===== src/sv/rsrg_pkg.sv =====
// Shared types, codes and defaults for the relay switch rate guard.
// No dependencies.
package rsrg_pkg;

    // Default sizing
    localparam int RELAY_COUNT_DEF = 8;
    localparam int TIME_BITS_DEF   = 32;

    // Configuration port
    localparam int PADDR_W = 5;
    localparam int PDATA_W = 32;

    // Register indexes
    localparam logic [2:0] REG_MIN_INTERVAL = 3'd0;
    localparam logic [2:0] REG_MAX_TOGGLES  = 3'd1;
    localparam logic [2:0] REG_WINDOW_LEN   = 3'd2;
    localparam logic [2:0] REG_PUMP_HOLD    = 3'd3;
    localparam logic [2:0] REG_HEAT_PUMP    = 3'd4;
    localparam logic [2:0] REG_SECOND_PUMP  = 3'd5;

    // Register reset values
    localparam logic [15:0] MIN_INTERVAL_RST = 16'd1000;
    localparam logic [7:0]  MAX_TOGGLES_RST  = 8'd10;
    localparam logic [31:0] WINDOW_LEN_RST   = 32'd60000;
    localparam logic [31:0] PUMP_HOLD_RST    = 32'd30000;
    localparam logic [3:0]  HEAT_PUMP_RST    = 4'd5;
    localparam logic [3:0]  SECOND_PUMP_RST  = 4'd6;

    // Action codes
    localparam logic [2:0] ACT_TICK       = 3'd0;
    localparam logic [2:0] ACT_SET_ONE    = 3'd1;
    localparam logic [2:0] ACT_TOGGLE_ONE = 3'd2;
    localparam logic [2:0] ACT_SET_ALL    = 3'd3;
    localparam logic [2:0] ACT_SET_MASK   = 3'd4;
    localparam logic [2:0] ACT_TOGGLE_ALL = 3'd5;
    localparam logic [2:0] ACT_READBACK   = 3'd6;

    // Status codes
    localparam logic [2:0] ST_DONE      = 3'd0;
    localparam logic [2:0] ST_ALREADY   = 3'd1;
    localparam logic [2:0] ST_BAD_NUM   = 3'd2;
    localparam logic [2:0] ST_TOO_SOON  = 3'd3;
    localparam logic [2:0] ST_QUOTA     = 3'd4;
    localparam logic [2:0] ST_PUMP_HOLD = 3'd5;

    // Live configuration, register block to core
    typedef struct packed {
        logic [15:0] min_interval;
        logic [7:0]  max_toggles;
        logic [31:0] window_len;
        logic [31:0] pump_hold;
        logic [3:0]  heat_pump;
        logic [3:0]  second_pump;
    } cfg_t;

    // One request as held in the input register
    typedef struct packed {
        logic [2:0] action;
        logic [7:0] relay_number;
        logic       new_state;
        logic [7:0] relay_mask;
    } req_t;

    // One result
    typedef struct packed {
        logic [2:0]  status;
        logic [7:0]  desired_out;
        logic [7:0]  tracked_out;
        logic [31:0] pump_wait_left;
        logic [31:0] accepted_total;
    } res_t;

endpackage


===== src/sv/rsrg_cfg.sv =====
// APB-style configuration registers of the relay switch rate guard.
// Depends on rsrg_pkg.
module rsrg_cfg import rsrg_pkg::*; (
    input  logic               aclk,
    input  logic               aresetn,
    input  logic               psel,
    input  logic               penable,
    input  logic               pwrite,
    input  logic [PADDR_W-1:0] paddr,
    input  logic [PDATA_W-1:0] pwdata,
    output logic [PDATA_W-1:0] prdata,
    output logic               pready,
    output cfg_t               cfg
);

    cfg_t       cfg_reg;
    logic       wr_en;
    logic [2:0] reg_idx;

    assign pready  = 1'b1;
    assign wr_en   = psel && penable && pwrite;
    assign reg_idx = paddr[PADDR_W-1:2];
    assign cfg     = cfg_reg;

    // Register writes; unknown indexes are dropped
    always_ff @(posedge aclk) begin
        if (!aresetn) begin
            cfg_reg.min_interval <= MIN_INTERVAL_RST;
            cfg_reg.max_toggles  <= MAX_TOGGLES_RST;
            cfg_reg.window_len   <= WINDOW_LEN_RST;
            cfg_reg.pump_hold    <= PUMP_HOLD_RST;
            cfg_reg.heat_pump    <= HEAT_PUMP_RST;
            cfg_reg.second_pump  <= SECOND_PUMP_RST;
        end else if (wr_en) begin
            case (reg_idx)
                REG_MIN_INTERVAL: cfg_reg.min_interval <= pwdata[15:0];
                REG_MAX_TOGGLES:  cfg_reg.max_toggles  <= pwdata[7:0];
                REG_WINDOW_LEN:   cfg_reg.window_len   <= pwdata;
                REG_PUMP_HOLD:    cfg_reg.pump_hold    <= pwdata;
                REG_HEAT_PUMP:    cfg_reg.heat_pump    <= pwdata[3:0];
                REG_SECOND_PUMP:  cfg_reg.second_pump  <= pwdata[3:0];
                default: ;
            endcase
        end
    end

    // Read-back mux
    always_comb begin
        case (reg_idx)
            REG_MIN_INTERVAL: prdata = {16'd0, cfg_reg.min_interval};
            REG_MAX_TOGGLES:  prdata = {24'd0, cfg_reg.max_toggles};
            REG_WINDOW_LEN:   prdata = cfg_reg.window_len;
            REG_PUMP_HOLD:    prdata = cfg_reg.pump_hold;
            REG_HEAT_PUMP:    prdata = {28'd0, cfg_reg.heat_pump};
            REG_SECOND_PUMP:  prdata = {28'd0, cfg_reg.second_pump};
            default:          prdata = '0;
        endcase
    end

endmodule


===== src/sv/rsrg_core.sv =====
// Relay guard state and the single-pass step logic for one request.
// Depends on rsrg_pkg; driven by the top level's input register.
module rsrg_core import rsrg_pkg::*; #(
    parameter int RELAY_COUNT = RELAY_COUNT_DEF,
    parameter int TIME_BITS   = TIME_BITS_DEF
) (
    input  logic aclk,
    input  logic aresetn,
    input  cfg_t cfg,
    input  req_t req,
    input  logic step_en,
    output res_t res
);

    localparam int CMP_W = (TIME_BITS > 32) ? TIME_BITS : 32;

    typedef logic [TIME_BITS-1:0]   time_t;
    typedef logic [RELAY_COUNT-1:0] mask_t;

    time_t       now_reg,  now_next;
    time_t       wstart_reg, wstart_next;
    time_t       lst_reg  [RELAY_COUNT];
    time_t       lst_next [RELAY_COUNT];
    mask_t       lsv_reg,  lsv_next;
    logic [7:0]  tc_reg   [RELAY_COUNT];
    logic [7:0]  tc_next  [RELAY_COUNT];
    time_t       pct_reg  [2];
    time_t       pct_next [2];
    logic [1:0]  pcv_reg,  pcv_next;
    mask_t       des_reg,  des_next;
    mask_t       trk_reg,  trk_next;
    logic        known_reg, known_next;
    logic [31:0] acc_reg,  acc_next;

    // Request decode
    logic        rn_ok, slot0, slot1, is_set_one, tgt;
    mask_t       hit, mask_in;
    time_t       sel_lst, sel_pct, el_sw;
    logic        sel_lsv, sel_des, sel_trk, sel_pcv, pump_blk;
    logic [7:0]  sel_tc;
    logic [2:0]  status;
    logic [CMP_W-1:0] el_pump, el_left;
    time_t       left_pct;
    logic        left_pcv;
    logic [31:0] wait_left;

    assign rn_ok      = (req.relay_number >= 8'd1) &&
                        ({24'd0, req.relay_number} <= 32'(RELAY_COUNT));
    assign slot0      = (req.relay_number == {4'd0, cfg.heat_pump});
    assign slot1      = !slot0 && (req.relay_number == {4'd0, cfg.second_pump});
    assign is_set_one = (req.action == ACT_SET_ONE);
    assign mask_in    = RELAY_COUNT'(req.relay_mask);

    // One-hot relay select and per-relay state pick
    always_comb begin
        sel_lst = '0;
        sel_lsv = 1'b0;
        sel_tc  = '0;
        sel_des = 1'b0;
        sel_trk = 1'b0;
        for (int i = 0; i < RELAY_COUNT; i++) begin
            hit[i] = rn_ok && ({24'd0, req.relay_number} == 32'(i + 1));
            if (hit[i]) begin
                sel_lst = lst_reg[i];
                sel_lsv = lsv_reg[i];
                sel_tc  = tc_reg[i];
                sel_des = des_reg[i];
                sel_trk = trk_reg[i];
            end
        end
    end

    // Switch target and the checks that gate it
    assign tgt      = is_set_one ? req.new_state : !sel_des;
    assign el_sw    = now_reg - sel_lst;
    assign sel_pct  = slot0 ? pct_reg[0] : pct_reg[1];
    assign sel_pcv  = slot0 ? pcv_reg[0] : (slot1 && pcv_reg[1]);
    assign el_pump  = CMP_W'(time_t'(now_reg - sel_pct));
    assign pump_blk = sel_pcv && !(known_reg && (sel_trk == tgt)) &&
                      (el_pump < CMP_W'(cfg.pump_hold));

    // Next state
    always_comb begin
        now_next    = now_reg;
        wstart_next = wstart_reg;
        lst_next    = lst_reg;
        lsv_next    = lsv_reg;
        tc_next     = tc_reg;
        pct_next    = pct_reg;
        pcv_next    = pcv_reg;
        des_next    = des_reg;
        trk_next    = trk_reg;
        known_next  = known_reg;
        acc_next    = acc_reg;
        status      = ST_DONE;
        case (req.action)
            ACT_TICK: begin
                now_next = now_reg + time_t'(1);
                if (CMP_W'(time_t'(now_next - wstart_reg)) >= CMP_W'(cfg.window_len)) begin
                    for (int i = 0; i < RELAY_COUNT; i++) tc_next[i] = '0;
                    wstart_next = now_next;
                end
            end
            ACT_SET_ONE, ACT_TOGGLE_ONE: begin
                if (!rn_ok) begin
                    status = ST_BAD_NUM;
                end else if (is_set_one && known_reg && (sel_trk == req.new_state)) begin
                    status = ST_ALREADY;
                end else if (sel_lsv && (el_sw < TIME_BITS'(cfg.min_interval))) begin
                    status = ST_TOO_SOON;
                end else if (sel_tc >= cfg.max_toggles) begin
                    status = ST_QUOTA;
                end else begin
                    // Passed interval and quota: the switch is charged either way
                    for (int i = 0; i < RELAY_COUNT; i++) begin
                        if (hit[i]) begin
                            lst_next[i] = now_reg;
                            lsv_next[i] = 1'b1;
                            tc_next[i]  = tc_reg[i] + 8'd1;
                        end
                    end
                    if (pump_blk) begin
                        status = ST_PUMP_HOLD;
                    end else begin
                        for (int i = 0; i < RELAY_COUNT; i++) begin
                            if (hit[i]) begin
                                des_next[i] = tgt;
                                trk_next[i] = tgt;
                            end
                        end
                        if (slot0) begin
                            pct_next[0] = now_reg;
                            pcv_next[0] = 1'b1;
                        end else if (slot1) begin
                            pct_next[1] = now_reg;
                            pcv_next[1] = 1'b1;
                        end
                        known_next = 1'b1;
                        acc_next   = acc_reg + 32'd1;
                    end
                end
            end
            ACT_SET_ALL: begin
                des_next   = req.new_state ? '1 : '0;
                trk_next   = req.new_state ? '1 : '0;
                known_next = 1'b1;
            end
            ACT_SET_MASK: begin
                des_next   = mask_in;
                trk_next   = mask_in;
                known_next = 1'b1;
            end
            ACT_TOGGLE_ALL: begin
                des_next   = ~des_reg;
                trk_next   = ~des_reg;
                known_next = 1'b1;
            end
            ACT_READBACK: begin
                trk_next   = mask_in;
                known_next = 1'b1;
            end
            default: ;
        endcase
    end

    // Pump hold left, seen after the step
    assign left_pct = slot0 ? pct_next[0] : pct_next[1];
    assign left_pcv = slot0 ? pcv_next[0] : (slot1 && pcv_next[1]);
    assign el_left  = CMP_W'(time_t'(now_next - left_pct));

    always_comb begin
        if (rn_ok && left_pcv && (el_left < CMP_W'(cfg.pump_hold))) begin
            wait_left = 32'(CMP_W'(cfg.pump_hold) - el_left);
        end else begin
            wait_left = '0;
        end
    end

    assign res.status         = status;
    assign res.desired_out    = 8'(des_next);
    assign res.tracked_out    = 8'(trk_next);
    assign res.pump_wait_left = wait_left;
    assign res.accepted_total = acc_next;

    // Control state
    always_ff @(posedge aclk) begin
        if (!aresetn) begin
            now_reg    <= '0;
            wstart_reg <= '0;
            lsv_reg    <= '0;
            pcv_reg    <= '0;
            des_reg    <= '0;
            trk_reg    <= '0;
            known_reg  <= 1'b0;
            acc_reg    <= '0;
            for (int i = 0; i < RELAY_COUNT; i++) tc_reg[i] <= '0;
        end else if (step_en) begin
            now_reg    <= now_next;
            wstart_reg <= wstart_next;
            lsv_reg    <= lsv_next;
            pcv_reg    <= pcv_next;
            des_reg    <= des_next;
            trk_reg    <= trk_next;
            known_reg  <= known_next;
            acc_reg    <= acc_next;
            tc_reg     <= tc_next;
        end
    end

    // Timestamps, qualified by their valid bits
    always_ff @(posedge aclk) begin
        if (step_en) begin
            lst_reg <= lst_next;
            pct_reg <= pct_next;
        end
    end

endmodule


===== src/sv/relay_switch_rate_guard_unit.sv =====
// Relay switch rate guard: input register, single-pass step core, result register.
// Requests pass the input register, then the result register, on to result valid.
// Throughput: one request per cycle while m_ready holds; the core is combinational.
// Reset (aresetn low, synchronous): pipeline empty, guard state cleared, registers to defaults.
// Depends on rsrg_pkg, rsrg_cfg and rsrg_core.
module relay_switch_rate_guard_unit import rsrg_pkg::*; #(
    parameter int RELAY_COUNT = RELAY_COUNT_DEF,
    parameter int TIME_BITS   = TIME_BITS_DEF
) (
    input  logic               aclk,
    input  logic               aresetn,
    // configuration
    input  logic               psel,
    input  logic               penable,
    input  logic               pwrite,
    input  logic [PADDR_W-1:0] paddr,
    input  logic [PDATA_W-1:0] pwdata,
    output logic [PDATA_W-1:0] prdata,
    output logic               pready,
    // requests
    input  logic               s_valid,
    output logic               s_ready,
    input  logic [2:0]         s_action,
    input  logic [7:0]         s_relay_number,
    input  logic               s_new_state,
    input  logic [7:0]         s_relay_mask,
    // results
    output logic               m_valid,
    input  logic               m_ready,
    output logic [2:0]         m_status,
    output logic [7:0]         m_desired_out,
    output logic [7:0]         m_tracked_out,
    output logic [31:0]        m_pump_wait_left,
    output logic [31:0]        m_accepted_total
);

    cfg_t cfg;
    req_t req_reg;
    res_t res, res_reg;
    logic in_valid_reg, in_valid_next;
    logic out_valid_reg, out_valid_next;
    logic advance;

    rsrg_cfg u_cfg (
        .aclk    (aclk),
        .aresetn (aresetn),
        .psel    (psel),
        .penable (penable),
        .pwrite  (pwrite),
        .paddr   (paddr),
        .pwdata  (pwdata),
        .prdata  (prdata),
        .pready  (pready),
        .cfg     (cfg)
    );

    rsrg_core #(
        .RELAY_COUNT (RELAY_COUNT),
        .TIME_BITS   (TIME_BITS)
    ) u_core (
        .aclk    (aclk),
        .aresetn (aresetn),
        .cfg     (cfg),
        .req     (req_reg),
        .step_en (advance),
        .res     (res)
    );

    // Held request moves on when the result register is free
    assign advance        = in_valid_reg && (!out_valid_reg || m_ready);
    assign s_ready        = !in_valid_reg || advance;
    assign in_valid_next  = (s_valid && s_ready) || (in_valid_reg && !advance);
    assign out_valid_next = advance || (out_valid_reg && !m_ready);

    always_ff @(posedge aclk) begin
        if (!aresetn) begin
            in_valid_reg  <= 1'b0;
            out_valid_reg <= 1'b0;
        end else begin
            in_valid_reg  <= in_valid_next;
            out_valid_reg <= out_valid_next;
        end
    end

    // Payload registers
    always_ff @(posedge aclk) begin
        if (s_valid && s_ready) begin
            req_reg.action       <= s_action;
            req_reg.relay_number <= s_relay_number;
            req_reg.new_state    <= s_new_state;
            req_reg.relay_mask   <= s_relay_mask;
        end
        if (advance) begin
            res_reg <= res;
        end
    end

    assign m_valid          = out_valid_reg;
    assign m_status         = res_reg.status;
    assign m_desired_out    = res_reg.desired_out;
    assign m_tracked_out    = res_reg.tracked_out;
    assign m_pump_wait_left = res_reg.pump_wait_left;
    assign m_accepted_total = res_reg.accepted_total;

endmodule


===== config.mk =====
export PLATFORM = sky130hd
export DESIGN_NAME = relay_switch_rate_guard_unit
export DESIGN_NICKNAME = d
export VERILOG_FILES = /design/src/sv/rsrg_pkg.sv /design/src/sv/rsrg_cfg.sv /design/src/sv/rsrg_core.sv /design/src/sv/relay_switch_rate_guard_unit.sv
export SDC_FILE = /design/constraint.sdc
export NUM_CORES = 2
export LEC_CHECK = 0
export BUFFER_PORTS_ARGS = -buffer_cell sky130_fd_sc_hd__buf_2
export CORE_ASPECT_RATIO = 1.1
export CORE_MARGIN = 4
export CORE_UTILIZATION = 45
export DETAILED_ROUTE_END_ITERATION = 8
export GPL_TIMING_DRIVEN = 0
export PLACE_DENSITY = 0.66
export SLEW_MARGIN = 20
export SYNTH_ARGS = -nofsm -noshare
export SYNTH_HDL_FRONTEND = slang
export SYNTH_HIERARCHICAL = 1
export SYNTH_SLANG_ARGS = --single-unit

===== constraint.sdc =====
create_clock -name aclk -period 14.5 [get_ports aclk]
set_clock_uncertainty 0.05 [all_clocks]
set_input_delay 2.9 -clock aclk [delete_from_list [all_inputs] [get_ports aclk]]
set_output_delay 2.9 -clock aclk [all_outputs]
set_load 0.03 [all_outputs]

# Word-level counts from Yosys, hierarchy flattened
# Cells that the tools add are included.
# classes
mux,125
order_cmp,7
n_bitwise,6
add_sub_neg,15
eq_ne,37
reduce_logical,70
# op_table
operator,count
2-to-1 mux 64 bit,11
2-to-1 mux 32 bit,20
2-to-1 mux 8 bit,27
case mux 32 bit (6 select lines),1
subtractor 32 bit,5
case mux 64 bit (2 select lines),1
"adder 32 x 1 -> 32 bit, second input constant",2
"adder 8 x 1 -> 8 bit, second input constant",8
< comparator 32 bit,2
case mux 8 bit (4 select lines),2
AND reduction 8 bit,8
AND reduction 7 bit,9
2-to-1 mux 1 bit,51
"equality test 8 x 3 -> 1 bit, second input constant",4
>= comparator 32 bit,1
< comparator 32 x 16 -> 1 bit,1
logical AND 1 bit,26
"inequality test 2 x 1 -> 1 bit, second input constant",10
2-to-1 mux 2 bit,9
"equality test 8 x 2 -> 1 bit, second input constant",2
equality test 8 x 4 -> 1 bit,2
"equality test 3 bit, second input constant",5
AND reduction 2 bit,7
"equality test 3 x 2 -> 1 bit, second input constant",4
other kinds (19),42
# word_totals
reg_bits,708

# Logic depth before layout (Yosys ltp)
# logic_depth
word_depth,28
mapped_depth,59

# By module
# Netlist, hierarchy kept.
# modules_own_cells
module,cells_each,instances,area_each_um2
rsrg_core,3732,1,34744.6
rsrg_cfg,485,1,4486.8
relay_switch_rate_guard_unit,112,1,3196.8

# Worst setup path before layout
# Ideal clock, no wire load.
# synth_path
kind,input -> register
start,input port m_ready
end,register u_core/lst_reg[160] in the netlist's numbering (enable)
required_ns,14.027
stages,5
arrival_ns,11.845
n_path_buf,0
path_slack_ns,2.183
cell_sequence,nor2b_4 nor2b_1 and2_0 nand4_1 nor2_1
# synth_between
elab_chain_cells,3
# synth_rtl
element,line_no,source
start: declaration,relay_switch_rate_guard_unit.sv:29,"input logic m_ready,"
logical OR 1 bit,relay_switch_rate_guard_unit.sv:70,assign advance = in_valid_reg && (!out_valid_reg || m_ready);
logical AND 1 bit,relay_switch_rate_guard_unit.sv:70,
via advance,relay_switch_rate_guard_unit.sv:42,logic advance;
AND reduction 7 bit (no line),n/a,
end signal: assignment,rsrg_core.sv:213,lst_reg <= lst_next;
end: declaration,rsrg_core.sv:22,time_t lst_reg [RELAY_COUNT];
# The timed path passes the listed nets, and every way through them passes these cells.
# A chain may end at the register's enable or synchronous reset.

# Worst setup path in the final report
# layout_path
start,register req_reg[11] in the netlist's numbering
end,"register res_reg, in the netlist m_pump_wait_left[4] (data pin)"
# layout_between
elab_chain_cells,28
elab_cells_between_ends,107
# layout_rtl
element,line_no,source
start: declaration,relay_switch_rate_guard_unit.sv:38,req_t req_reg;
"parallel branches: the longest is 28 deep, another holds subtractor 32 bit",n/a,
end signal: assignment,relay_switch_rate_guard_unit.sv:94,res_reg <= res;
end: declaration,relay_switch_rate_guard_unit.sv:39,"res_t res, res_reg;"
# Parallel ways; which one is timed is not known.

==> flow_summary_export.csv <==
group,metric,value,unit
timing,finalWorstSetupSlack,588,ps
critical_path,critical_path.startpoint_type,"register",
logic_synthesis,synth_edf_count,423,
placement,dp.cells,5774,
layout,post-route-cell-area,48200,um^2
placement,place.detailed.hpwl,104,mm
logic_synthesis,synth_cell_type_count,98,
cts,ctsHtreeMaxLevel,3,
cts,worst_setup_hold_path_clk_slew,60,ps
global_routing,grt_max_degree,30,
placement,buffer_ports.inserted,176,
die,die_x_extent,301,um
layout,area.growth.synth_to_final,13.7,%
timing,final.hold.worst_slack,416,ps
timing,relative_slew_slack,0.196,
pwr,cellLeakagePower,19.7,nW
layout,largest_register_ff_count,256,
logic_synthesis,synth_warnings,6,
routing,first_pass_iters,6,
die,pin_count,182,
routing,detailroute.via_count,35250,
global_routing,number_of_global_route_vias_before_repair,34124,
critical_path,critical_path_arrival,14240,ps
routing,drtIter0Drc,3478,
cts,cts_root_buf,"clkbuf_16",
routing,postRouteWirelength,138,mm
die,design.core.area,93100,um^2
critical_path,cp_slowest_stage_delay,500,ps
timing,worst-slew-pin-transition,1200,ps
logic_synthesis,netlist.area_leader.share,0.299,
global_routing,grt_remaining_overflow,0,
pwr,ir_drop,0.0000851,V
die,initial_utilization,0.456,
logic_synthesis,synthesis.area_per_instance,9.80,um^2
routing,detail_route.vias_per_cell,5.94,
placement,dp_slack,-1540,ps
logic_synthesis,synthArstFlopShare,0,
pwr,power-per-cell-area,98.8,nW/um^2
outcome,status,"finished clean",
global_routing,first_pass_grt_wire_length,207,mm
critical_path,crit_path_max_fanout,10,
logic_synthesis,mappedNetlistArea,42400,um^2
critical_path,critPathRequiredTime,14830,ps
cts,tritoncts,"done",
timing,final_min_period_over_clock_period,0.959,
cts,tritoncts_num_sinks,708,
timing,report.final.setup_viol,0,
logic_synthesis,synth.largest_area_cell,"edfxtp_1",
die,die_area,99300,um^2
critical_path,slowest_stage_cell_on_the_critical_path,"edfxtp_1",
timing,hold_violations,0,
critical_path,crit_type,"reg -> reg",
logic_synthesis,synthCells,4329,
die,dieHeight,330,um
routing,final_antenna_net_count,0,
timing,max_slew_vio_count,0,
placement,dpl_cell_area,45400,um^2
layout,final_cell_count_no_fill,5930,
timing,tns,0,ps
layout,drive_gt1_frac,0.115,
logic_synthesis,post_synth_main_area_contributors,"edfxtp_1, dfxtp_1, ha_1, mux2i_1, a21oi_1",
layout,final_net_count,4932,
timing,fin_crit,13910,ps
timing,max_freq,71.9,MHz
routing,detail_route.wl_per_cell,23.3,um
placement,gpl.final_weighted_congestion,0.974,
cts,cts-root-to-sink-buffers,3,
cts,holdBufCountCts,0,
logic_synthesis,postSynth.topFlopCell,"edfxtp_1",
logic_synthesis,flop_and_latch_count_out_of_synthesis,708,
global_routing,grtUsageTotal,0.271,
logic_synthesis,synth.yosys.seq_area_share,0.434,
run,max-cap-violations,0,
routing,route.detailed.drc,0,
logic_synthesis,synth.net_count,4650,
cts,cts_buffers,81,
die,num_rows,117,
global_routing,grt_antenna_before_repair,2,
cts,clk-insertion-delay-late,650,ps
hold_path,hold_class,"reg -> reg",
critical_path,cpMostUsedCell,"a21oi_1",
timing,rsz0062_at_grt,"false",
critical_path,end_kind,"register",
## path summary, 6_finish.rpt
check,to,cells past startpoint,start,slack (ps)
min,u_core/lsv_reg[4],1,u_core/lsv_reg[4],420
max reg2reg,m_pump_wait_left[4],54,req_reg[11],590
max,m_pump_wait_left[4],54,req_reg[11],590
min reg2reg,u_core/lsv_reg[4],1,u_core/lsv_reg[4],420
## layer usage
| layer | part of all wire | wire (um) | GRT usage | vias up |
|---|---|---|---|---|
| met1 | 0.42 | 57700 | 0.352 | 16970 |
| met5 | 0.000051 | 7 | 0 | - |
| met2 | 0.47 | 64200 | 0.448 | 1371 |
| met4 | 0.047 | 6510 | 0.120 | 2 |
| met3 | 0.070 | 9690 | 0.0414 | 308 |
| li1 | - | - | - | 16599 |
## critical path, delay by kind of cell, from the launching register on
family / cells / cell delay (ps)
AO/OA/AOI/OAI: 23 / 5470
XOR/XNOR: 3 / 940
adder cells (fa/ha/maj): 4 / 1230
buffers and inverters: 7 / 1770
flip-flops: 1 / 500
multiplexers: 3 / 750
AND/OR/NAND/NOR: 14 / 2840
## cells in the final DEF (no fill, tap or decap), types with 43 or more instances in the layout
master,count
a21oi_1,305
xnor2_1,135
and3_1,54
mux2i_1,236
clkbuf_16,83
dfxtp_1,285
o21ai_0,185
buf_2,199
clkbuf_1,173
nor3_1,76
nand3_1,91
nor2_1,341
a211oi_1,79
ha_1,252
mux2_2,57
nand2_1,322
xor2_1,112
edfxtp_1,423
nand4_1,67
inv_1,229
a21o_1,94
o31ai_1,43
## cells by family after synthesis
kind of cell | count (synthesis) | share of synthesized area
buffers and inverters | 470 | 0.0453
AND/OR/NAND/NOR | 1233 | 0.143
AO/OA/AOI/OAI | 1083 | 0.168
other | 1 | 0.0000884
XOR/XNOR | 248 | 0.0515
multiplexers | 329 | 0.0817
flip-flops | 708 | 0.434
adder cells (fa/ha/maj) | 257 | 0.0767
## synth_stat cells, drive strengths merged, types with 17 or more instances
cell type and number:
or2 28, xnor2 135, a22oi 34, nor2b 27
a211oi 79, ha 252, nand2b 35, or4 39
o211ai 36, or3 43, buf 78, and3 54
o21bai 18, mux2i 237, dfxtp 285, a211o 30
a21o 94, a21oi 306, nand3 92, mux2 87
o22ai 36, o31ai 45, nor2 354, clkbuf 162
nor3 82, o21ai 189, and2 22, nor4 24
inv 230, nand2 323, nand4 67, xor2 112
o21a 31, edfxtp 423, nand4b 17, a31oi 25
## final cells by class
cell class              count  area (um^2)
plain buffers             236         1080
multi-input cells        3151        22300
well taps                1249         1560
clock buffers             113         2270
clock inverters            39          387
inverters                 230          863
repair buffers            203         1370
fillers                  8571        44900
flip-flops and latches    708        18400
diodes                      1         2.50
## report_power, final
part / switching (mW) / internal [mW] / leakage [nW]
Combinational: 0.340 / 0.191 / 11.7
Clock: 0.881 / 1.18 / 1.30
Sequential: 0.0197 / 2.15 / 6.75
Total: 1.24 / 3.52 / 19.7
## repair_timing
item	4_1_cts	5_1_grt
endpoints found under the setup margin	32	32
buffers inserted	7	0
pin swaps	3	1
hold endpoints to repair	0	0
gates resized for setup	15	23
## stage by stage
stage / total power [mW] / util
3_3_place_gp: 2.73 / 0.482
6_report: 4.76 / 0.518
4_1_cts: 4.78 / 0.518
2_1_floorplan: 2.56 / -
3_5_place_dp: 2.73 / 0.488
5_1_grt: 4.91 / 0.518
Note: power is estimated with default switching activity, not from simulation.
